[config.mk]
export PLATFORM = sky130hd
export DESIGN_NAME = extended_arith_unit_top
export DESIGN_NICKNAME = d
export VERILOG_FILES = /design/src/rtl/core/eau_pkg.sv /design/src/rtl/core/eau_cell.sv /design/src/rtl/core/eau_front.sv /design/src/rtl/core/eau_back.sv /design/src/rtl/core/extended_arith_unit_top.sv
export SDC_FILE = /design/constraint.sdc
export NUM_CORES = 2
export LEC_CHECK = 0
export BUFFER_PORTS_ARGS = -buffer_cell sky130_fd_sc_hd__buf_4
export CAP_MARGIN = 20
export CORE_MARGIN = 5
export CORE_UTILIZATION = 45
export CTS_CLUSTER_DIAMETER = 40
export CTS_CLUSTER_SIZE = 20
export DETAILED_ROUTE_END_ITERATION = 8
export PLACE_DENSITY = 0.65
export REMOVE_ABC_BUFFERS = 1
export SLEW_MARGIN = 30
export SYNTH_ARGS = -nofsm -noshare
export SYNTH_HDL_FRONTEND = slang
export SYNTH_SLANG_ARGS = --single-unit
[constraint.sdc]
create_clock -name i_clk -period 10.3 [get_ports i_clk]
set_input_delay 1.03 -clock i_clk [delete_from_list [all_inputs] [get_ports i_clk]]
set_output_delay 1.03 -clock i_clk [all_outputs]
set_load 0.05 [all_outputs]
[src/rtl/core/eau_pkg.sv]
package eau_pkg;

    localparam int NumCells = 16;

    typedef enum logic [1:0] {
        OP_MUL  = 2'd0,
        OP_DIV  = 2'd1,
        OP_ASH  = 2'd2,
        OP_ASHC = 2'd3
    } t_op;

    typedef struct packed {
        logic [1:0]  req_type;
        logic [15:0] reg_high_in;
        logic [15:0] reg_low_in;
        logic        reg_is_odd;
        logic [15:0] source_word;
        logic [3:0]  flags_in;
    } t_in;

    typedef struct packed {
        logic [15:0] result_high;
        logic [15:0] result_low;
        logic        write_high;
        logic        write_low;
        logic [3:0]  flags_out;
    } t_out;

    // Data handed from one cell to the next. The divide iterates with the
    // magnitudes: rem is a 17-bit partial remainder, dvd shifts quotient bits in.
    // ovf marks a quotient magnitude that cannot fit in 16 bits.
    typedef struct packed {
        logic        vld;
        t_op         op;
        logic [15:0] hi;
        logic [15:0] lo;
        logic [15:0] src;
        logic [3:0]  fin;
        logic [16:0] rem;
        logic [31:0] dvd;
        logic [15:0] dmag;
        logic        sdvd;
        logic        sdiv;
        logic        ovf;
    } t_stage;

endpackage

[src/rtl/core/eau_cell.sv]
// One restoring divide step; every other operation passes through with only dvd shifted.
module eau_cell (
    input  logic            i_clk,
    input  logic            i_rst_n,
    input  eau_pkg::t_stage i_d,
    output eau_pkg::t_stage o_d
);

    eau_pkg::t_stage n_d;
    eau_pkg::t_stage r_d;
    logic [17:0]     w_try;
    logic [16:0]     w_sh;

    always_comb begin
        n_d   = i_d;
        w_sh  = {i_d.rem[15:0], i_d.dvd[31]};
        w_try = {1'b0, w_sh} - {2'b00, i_d.dmag};
        n_d.dvd = {i_d.dvd[30:0], 1'b0};
        if (i_d.op == eau_pkg::OP_DIV) begin
            if (!w_try[17]) begin
                n_d.rem    = w_try[16:0];
                n_d.dvd[0] = 1'b1;
            end else begin
                n_d.rem = w_sh;
            end
        end
    end

    always_ff @(posedge i_clk) begin
        if (!i_rst_n) begin
            r_d.vld <= 1'b0;
        end else begin
            r_d.vld <= i_d.vld;
        end
        r_d.op   <= n_d.op;
        r_d.hi   <= n_d.hi;
        r_d.lo   <= n_d.lo;
        r_d.src  <= n_d.src;
        r_d.fin  <= n_d.fin;
        r_d.rem  <= n_d.rem;
        r_d.dvd  <= n_d.dvd;
        r_d.dmag <= n_d.dmag;
        r_d.sdvd <= n_d.sdvd;
        r_d.sdiv <= n_d.sdiv;
        r_d.ovf  <= n_d.ovf;
    end

    assign o_d = r_d;

endmodule

[src/rtl/core/eau_front.sv]
// Entry stage: operand setup; divide starts with the first 16 dividend
// bits already in the remainder, so a high half not below the divisor
// means the quotient overflows and is flagged here.
module eau_front (
    input  logic            i_clk,
    input  logic            i_rst_n,
    input  logic            i_go,
    input  eau_pkg::t_in    i_item,
    output eau_pkg::t_stage o_d
);

    eau_pkg::t_stage r_d;
    logic [15:0]     w_lo;
    logic [31:0]     w_pair;
    logic [31:0]     w_mag;
    logic [15:0]     w_dm;

    always_comb begin
        w_lo   = i_item.reg_is_odd ? i_item.reg_high_in : i_item.reg_low_in;
        w_pair = {i_item.reg_high_in, w_lo};
        w_mag  = w_pair[31] ? (32'd0 - w_pair) : w_pair;
        w_dm   = i_item.source_word[15] ? (16'd0 - i_item.source_word)
                                        : i_item.source_word;
    end

    always_ff @(posedge i_clk) begin
        if (!i_rst_n) begin
            r_d.vld <= 1'b0;
        end else begin
            r_d.vld <= i_go;
        end
        r_d.op   <= eau_pkg::t_op'(i_item.req_type);
        r_d.hi   <= i_item.reg_high_in;
        r_d.lo   <= w_lo;
        r_d.src  <= i_item.source_word;
        r_d.fin  <= i_item.flags_in;
        r_d.rem  <= {1'b0, w_mag[31:16]};
        r_d.dvd  <= {w_mag[15:0], 16'd0};
        r_d.dmag <= w_dm;
        r_d.sdvd <= w_pair[31];
        r_d.sdiv <= i_item.source_word[15];
        r_d.ovf  <= (w_mag[31:16] >= w_dm);
    end

    assign o_d = r_d;

endmodule

[src/rtl/core/eau_back.sv]
// Final stage: multiply, shifts and divide sign fixup and flags.
module eau_back (
    input  logic            i_clk,
    input  logic            i_rst_n,
    input  eau_pkg::t_stage i_d,
    output logic            o_done,
    output eau_pkg::t_out   o_result
);

    eau_pkg::t_out r_res;
    logic          r_done;
    eau_pkg::t_out n_res;
    logic signed [31:0] w_prod;
    logic [15:0] w_q;
    logic [15:0] w_r;
    logic [16:0] w_qm;
    logic [5:0]  w_cnt;
    logic [5:0]  w_n;
    logic [63:0] w_ext;
    logic [63:0] w_sh;
    logic [31:0] w_pair;
    logic [31:0] w_lsv;
    logic [31:0] w_msk;
    logic [31:0] w_outb;
    logic [31:0] w_d;
    logic        w_qneg;

    always_comb begin
        n_res  = '0;
        w_prod = $signed(i_d.hi) * $signed(i_d.src);
        w_cnt  = i_d.src[5:0];
        w_n    = 6'd0 - w_cnt;
        w_pair = {i_d.hi, i_d.lo};
        w_qneg = i_d.sdvd ^ i_d.sdiv;
        // quotient magnitude: the 16 bits shifted in by the cells
        w_qm   = {1'b0, i_d.dvd[15:0]};
        w_q    = w_qneg ? (16'd0 - i_d.dvd[15:0]) : i_d.dvd[15:0];
        w_r    = i_d.sdvd ? (16'd0 - i_d.rem[15:0]) : i_d.rem[15:0];
        w_ext  = '0;
        w_sh   = '0;
        w_lsv  = '0;
        w_msk  = '0;
        w_outb = '0;
        w_d    = '0;
        unique case (i_d.op)
            eau_pkg::OP_MUL: begin
                n_res.result_high = w_prod[31:16];
                n_res.result_low  = w_prod[15:0];
                n_res.write_high  = 1'b1;
                n_res.write_low   = 1'b1;
                n_res.flags_out[3] = w_prod[31];
                n_res.flags_out[2] = (w_prod == 32'sd0);
                n_res.flags_out[0] = (w_prod[31:15] != {17{w_prod[15]}});
            end
            eau_pkg::OP_DIV: begin
                if (i_d.src == 16'd0) begin
                    n_res.flags_out = 4'b0111;
                end else if (w_pair == 32'h8000_0000 && i_d.src == 16'hffff) begin
                    n_res.flags_out = 4'b0010;
                end else if (!w_qneg && (i_d.ovf || w_qm[15])) begin
                    n_res.flags_out = 4'b0010;
                end else if (w_qneg && (i_d.ovf || w_qm > 17'h08000)) begin
                    n_res.flags_out = {2'b10, 2'b10} | {1'b0, i_d.fin[2], 2'b00};
                end else begin
                    n_res.result_high = w_q;
                    n_res.result_low  = w_r;
                    n_res.write_high  = 1'b1;
                    n_res.write_low   = 1'b1;
                    n_res.flags_out[3] = w_q[15];
                    n_res.flags_out[2] = (w_q == 16'd0);
                end
            end
            eau_pkg::OP_ASH: begin
                if (w_cnt[5]) begin
                    w_ext = {{48{i_d.hi[15]}}, i_d.hi} >> (w_n - 6'd1);
                    n_res.flags_out[0] = w_ext[0];
                    n_res.result_high  = w_ext[16:1];
                end else begin
                    w_lsv = {16'd0, i_d.hi} << w_cnt[4:0];
                    if (w_cnt[4:0] == 5'd0) w_lsv = {16'd0, i_d.hi};
                    w_msk = 32'h0000_ffff << w_cnt[4:0];
                    n_res.flags_out[1] = ((w_lsv[31:16] != 16'd0) &&
                        (w_lsv[31:16] != w_msk[31:16])) || (w_lsv[15] != i_d.hi[15]);
                    n_res.flags_out[0] = w_lsv[16];
                    n_res.result_high  = w_lsv[15:0];
                end
                n_res.write_high   = 1'b1;
                n_res.flags_out[2] = (n_res.result_high == 16'd0);
                n_res.flags_out[3] = n_res.result_high[15];
            end
            eau_pkg::OP_ASHC: begin
                if (w_cnt == 6'd0) begin
                    w_d = w_pair;
                end else if (!w_cnt[5]) begin
                    w_sh   = {{32{w_pair[31]}}, w_pair} << w_cnt;
                    w_outb = w_sh[63:32];
                    w_d    = w_sh[31:0];
                    n_res.flags_out[1] = (w_outb != {32{w_d[31]}});
                    n_res.flags_out[0] = w_outb[0];
                end else begin
                    w_ext = {{32{w_pair[31]}}, w_pair} >> (w_n - 6'd1);
                    n_res.flags_out[0] = w_ext[0];
                    w_d = w_ext[32:1];
                end
                n_res.result_high  = w_d[31:16];
                n_res.result_low   = w_d[15:0];
                n_res.write_high   = 1'b1;
                n_res.write_low    = 1'b1;
                n_res.flags_out[3] = w_d[31];
                n_res.flags_out[2] = (w_d == 32'd0);
            end
            default: n_res = '0;
        endcase
    end

    always_ff @(posedge i_clk) begin
        if (!i_rst_n) begin
            r_done <= 1'b0;
        end else begin
            r_done <= i_d.vld;
        end
        r_res <= n_res;
    end

    assign o_done   = r_done;
    assign o_result = r_res;

endmodule

[src/rtl/core/extended_arith_unit_top.sv]
// From start to o_done an item passes the entry stage, 16 divide cells and the exit stage.
// Throughput: one item per cycle for every operation; busy stays low.
// The divide runs one quotient bit per cell down the 16-cell chain.
// Reset (synchronous, active low) clears every stage valid; no result follows.
// The receiver cannot stall: o_done pulses for one cycle per item.
module extended_arith_unit_top (
    input  logic          i_clk,
    input  logic          i_rst_n,
    input  logic          start,
    output logic          busy,
    input  eau_pkg::t_in  i_item,
    output logic          o_done,
    output eau_pkg::t_out o_result
);

    eau_pkg::t_stage w_chain [eau_pkg::NumCells+1];

    assign busy = 1'b0;

    eau_front u_front (
        .i_clk   (i_clk),
        .i_rst_n (i_rst_n),
        .i_go    (start),
        .i_item  (i_item),
        .o_d     (w_chain[0])
    );

    for (genvar g = 0; g < eau_pkg::NumCells; g++) begin : g_cell
        eau_cell u_cell (
            .i_clk   (i_clk),
            .i_rst_n (i_rst_n),
            .i_d     (w_chain[g]),
            .o_d     (w_chain[g+1])
        );
    end

    eau_back u_back (
        .i_clk    (i_clk),
        .i_rst_n  (i_rst_n),
        .i_d      (w_chain[eau_pkg::NumCells]),
        .o_done   (o_done),
        .o_result (o_result)
    );

endmodule

== After elaboration in Yosys (flattened, before gate mapping) ==
Cells that the tools add are included.

* Flip-flop bits (word level): 1808
* Bits in latches: 0
* Bits in writable memories: 0
* ROM bits: 0
* Input port bits: 58
* Output and inout port bits: 40
* Word-level logic and storage cells: 382
* Memories: 0

* $add $sub $neg: 22
* $mul: 1
* Divide/modulo/power cells: 0
* $lt $le $gt $ge: 2
* Equal/unequal tests: 25
* Shifts and indexed selects: 5
* Mux-type cells: 82
* Bitwise gates (word level): 1
* Reductions and logical operators: 19

{| class="wikitable"
|+ Operators with widths
! cell !! number
|-
| $mux W16 || 37
|-
| $sub A17 B16 Y18 || 16
|-
| $mux W32 || 7
|-
| $mux W34 || 4
|-
| $logic_not A32 Y1 || 2
|-
| $pmux W16 S4 || 1
|-
| $shl A64 B6 Y64 || 1
|-
| $shr A64 B6 Y17 || 1
|-
| $shr A64 B6 Y33 || 1
|-
| $logic_not A16 Y1 || 3
|-
| $pmux W16 S3 || 1
|-
| $sub A1 B16 Y16 const A || 3
|-
| $eq A2 B1 Y1 const B || 17
|-
| $eq A32 B32 Y1 const B || 1
|-
| $mul A16 B16 Y32 || 1
|-
| $ne A16 B16 Y1 || 2
|-
| $ne A32 B32 Y1 || 1
|-
| $shl A16 B5 Y32 || 1
|-
| $shl A16 B5 Y32 const A || 1
|-
| $sub A1 B32 Y32 const A || 1
|-
| $mux W1 || 20
|-
| $mux W17 || 1
|-
| $eq A16 B16 Y1 const B || 1
|-
| $ge A16 B16 Y1 || 1
|-
| other kinds (21) || 32
|}

== Logic depth before layout (Yosys ltp) ==
* Depth after elaboration: 9
* Depth in mapped cells: 30
* Gate-level depth less buffers: 25

== Hierarchy ==
Synthesis repeated with hierarchy kept, for this count alone.

* Cells, all modules: 7815
* Area total of the unflattened synthesis: 82455.3 µm²

{| class="wikitable"
|+ By module, submodules not included
! module !! instances !! cells each !! area each (µm²) !! sequential area each (µm²)
|-
| eau_cell || 16 || 324 || 3744.8 || 2462.4
|-
| eau_back || 1 || 2234 || 18430.2 || 780.7
|-
| eau_front || 1 || 395 || 4096.4 || 2042.0
|-
| extended_arith_unit_top || 1 || 2 || 11.3 || 0.0
|}

== Worst setup path after synthesis ==
No wires, ideal clock.

* Path kind: register to register
* Start point: register g_cell[15].u_cell.r_d (netlist bit g_cell[15].u_cell.o_d[119])
* End point: register u_back.r_res (netlist bit u_back.o_result[0])
* Setup time: 142 ps
* Data arrival time: 7867 ps
* Required time: 10158 ps
* Setup slack: 2291 ps
* Cell stages (with the launch flop): 29
* Buffers on the path: 7
* Clock period less this slack: 8009 ps
* Cells stage by stage: dfxtp_1 > clkbuf_1 > clkbuf_1 > clkbuf_1 > clkbuf_1 > clkbuf_1 > clkbuf_1 > nand2_1 > inv_1 > fa_1 > fa_1 > inv_1 > fa_1 > fa_1 > fa_1 > fa_1 > inv_1 > ha_1 > clkbuf_1 > nand4_1 > or4b_1 > o21ai_1 > o21ai_1 > o311a_1 > a21oi_1 > xnor2_1 > nor4bb_1 > mux2_2 > a32oi_1

{| class="wikitable"
|+ RTL lines
! element !! RTL line !! text
|-
| from (decl) || eau_cell.sv:10 || <nowiki>eau_pkg::t_stage r_d;</nowiki>
|-
| to (signal assigned) || eau_back.sv:122 || <nowiki>r_res <= n_res;</nowiki>
|-
| to (decl) || eau_back.sv:10 || <nowiki>eau_pkg::t_out r_res;</nowiki>
|}

==> flow_summary.ini <==
[logic_synthesis]
async_flop_share_pct = 0
ys_top_cells_by_area = dfxtp_1, fa_1, ha_1, mux2i_1, inv_1
ys_ff_latch = 1708
synth-main-ff-cell = dfxtp_1
seq_area_frac_synth_pct = 49.4
synth_area_leader_cell = dfxtp_1
syn_inst = 6671
synth.top_cell.area_share_pct = 49.4
synth_edf_count = 0
synth.distinct_cells = 101
synth_area_um2 = 69200
avgSynthCellArea_um2 = 10.4
synth_warnings = 0

[power]
clkPwrFrac_pct = 22.8
p_per_area_nw_per_um2 = 362
leakage_nw = 34.7
p_seq_share_pct = 29.3
internal_power_mw = 16.9
switching_power_mw = 11.5
sw_frac_of_total_pct = 40.5
p_comb_share_pct = 47.9
peakVddDrop_mv = 0.604

[finish]
drive_above_1_share_pct = 8.53
fill_cells = 13600
multiInputGateArea_um2 = 31800
fin_nets = 7465
n_antenna_cell = 0
regArea_um2 = 34200
syn2layout_area_growth_pct = 13.1
finalInstanceArea_um2 = 78200

[flow_run]
max_cap_violations = 0

[setup_path]
start_kind = flip-flop
timing.rr.end = u_back.o_result[0]$_DFF_P_
critPathKind = reg2reg
regToRegSetupSlack_ns = 2.36
critPathCaptureType = flip-flop
cp.arrival_ns = 8.51
crit_start = g_cell[15].u_cell.o_d[77]$_DFF_P_
r2r_cells = 22
crit_required_ns = 10.87
cp_max_fo = 46
r2r_start = g_cell[15].u_cell.o_d[77]$_DFF_P_

[sta]
finClkSkew_ns = 0.0833
max_slew_margin_pct = 22.8
final_max_slew_viol_count = 0
worstMarginPinSlew_ns = 1.16
period_share_pct = 77.1
rsz0062_at_grt = false
fmax_mhz = 126
finalHoldViolations = 0
whs_ns = 0.253
finalSetupViolCount = 0
fin_tns_setup_ns = 0
min_period_ns = 7.94

[min_path]
hold_depth = 0
holdCritStartpoint = g_cell[9].u_cell.o_d[49]$_DFF_P_
hold_path.class = reg2reg
holdPathEnd = g_cell[10].u_cell.o_d[50]$_DFF_P_

[routing]
wl_um = 155000
wire_per_inst_um = 17.3
drtAntennaViolNets = 0
dr.pass1.iters = 7
viasPerCell = 5.12
drt_iter0_drc = 3255
drc = 0
vias = 45800

[floorplan]
die_y_um = 402
dieArea_um2 = 162000
num_rows = 144
pin_count = 98
die_x_um = 402
design.core.area_um2 = 154000
start_util_pct = 45.1

[grt]
grt_max_degree = 60
grt_pass1_vias = 45900
track_usage_pct = 19.0
antenna_found_initial = 2
grt_pass1_wl_um = 249000
gr-total-overflow = 0

[clock_network]
hold_buffers = 0
cts_root_buffer = clkbuf_16
cts_buffer_depth = 3
clock-sinks = 1708
cts.repair.resized = 0
htreeDepth = 4
cts.clk_slew.worst_paths_ns = 0.07
cts_tree = built
clk_latency_ns = 0.81
postCtsSetupRepairBufs = 0
cts_buffers = 173

[placed_design]
place_area_um2 = 72000
place.gp.congestion = 0.932
place_hpwl_um = 115000
numPortBuffers = 93

[status]
status = complete, no violations
==> sequential cells by signal, indices dropped and copies added (netlist names) <==
register,cells
u_back.o_result,38
u_front.o_d,99
u_back.o_done,1
g_cell.u_cell.o_d,1570
==> power groups by stage <==
stage               sequential, mW  combinational [mW]  clock (mW)
floorplan                     8.39                10.0           0
global placement              8.45                13.2           0
detailed placement            8.47                13.5           0
CTS                           8.32                13.6        6.66
global route                  8.45                15.1        6.95
finish                        8.31                13.6        6.47
==> how the worst max path moves through the flow <==
stage | endpoint | slack, ns | cells after the start
3_3_place_gp | u_back.o_result[0]$_DFF_P_ | 2.51 | 22
4_1_cts | u_back.o_result[0]$_DFF_P_ | 2.36 | 22
6_report | u_back.o_result[0]$_DFF_P_ | 2.36 | 22
5_1_grt | u_back.o_result[0]$_DFF_P_ | 1.91 | 22
2_1_floorplan | u_back.o_result[0]$_DFF_P_ | 1.35 | 21
3_5_place_dp | u_back.o_result[0]$_DFF_P_ | 2.45 | 22
==> cell type report <==
cell class / count / share of cell area (%)
Tap cell: 2044 / 3.27
Multi-Input combinational cell: 4113 / 40.7
Clock inverter: 117 / 2.22
Sequential cell: 1708 / 43.7
Clock buffer: 191 / 5.74
Timing Repair Buffer: 146 / 1.40
Inverter: 621 / 2.98
==> synthesized netlist by cell type (13+ instances only) <==
cell type,number
nor2b_1,84
and3_1,27
or3_1,58
nor2_1,422
mux2_2,46
nor4_1,42
o22ai_1,16
o211ai_1,17
mux4_1,17
a311oi_1,13
ha_1,366
and2_1,138
o21a_1,27
a21o_1,34
xnor2_1,207
nand3_1,77
inv_1,618
fa_1,278
a31oi_1,47
nand4_1,18
clkbuf_1,183
a211oi_1,32
o21ai_0,375
xor2_1,35
a21oi_1,307
buf_2,20
a21boi_0,35
o31ai_1,47
mux4_2,14
buf_1,15
or2_2,13
a211o_1,19
o41ai_1,18
nand2b_1,53
a22oi_1,14
dfxtp_1,1708
nand2_1,595
a222oi_1,15
mux2i_1,277
nor3_1,113
a221o_1,16
==> worst max-delay path: stages, from the launching register on <==
cell,delay (ns)
dfxtp_2,0.32
buf_4,0.32
buf_4,0.54
nand2_1,0.16
fa_1,0.44
fa_1,0.55
fa_1,0.45
fa_1,0.59
fa_1,0.44
fa_1,0.49
inv_1,0.05
ha_1,0.37
a41o_1,0.29
a221oi_1,0.47
a21boi_1,0.34
a21oi_1,0.15
o21ai_1,0.33
or3_1,0.19
a31oi_1,0.09
xnor2_1,0.34
nor4bb_1,0.40
mux2_2,0.23
a32oi_1,0.10
==> metal layers <==
metal  GRT usage (%)  part of all wire (%)
met5               0                     0
met4            7.20                   3.5
met1            24.5                    44
met2            32.1                    47
met3            3.28                   5.3
==> cell usage in the layout (no fill, tap or decap), types with 138 or more instances in the layout <==
| cell type | n |
|---|---|
| dfxtp_1 | 1699 |
| inv_1 | 617 |
| nand2_1 | 595 |
| nor2_1 | 420 |
| o21ai_0 | 369 |
| ha_1 | 366 |
| a21oi_1 | 307 |
| fa_1 | 278 |
| mux2i_1 | 277 |
| xnor2_1 | 207 |
| clkbuf_16 | 174 |
| buf_4 | 145 |
| and2_1 | 138 |
==> stage by stage <==
stage | setup slack [ns] | utilization (%) | total power [mW] | cells
2_1_floorplan | 1.35 | - | 18.4 | 6442
3_3_place_gp | 2.51 | 46.9 | 21.7 | 8631
3_5_place_dp | 2.45 | 46.9 | 21.9 | 8631
4_1_cts | 2.36 | 51.0 | 28.5 | 8939
5_1_grt | 1.91 | 51.0 | 30.5 | 8940
6_report | 2.36 | 51.0 | 28.3 | 8940
==> kinds of logic after synthesis <==
kind of cell               after synthesis  synth area share (%)
AOI/OAI and AO/OA                     1174                  10.7
xor gates and xnor gates               242                  3.06
adders and majority gates              644                  14.7
buffers and inverters                  850                  4.74
DFF                                   1708                  49.4
muxes                                  355                  5.89
other                                    1               0.00542
and+or+nand+nor                       1697                  11.5
Note: power is estimated with default switching activity, not from simulation.
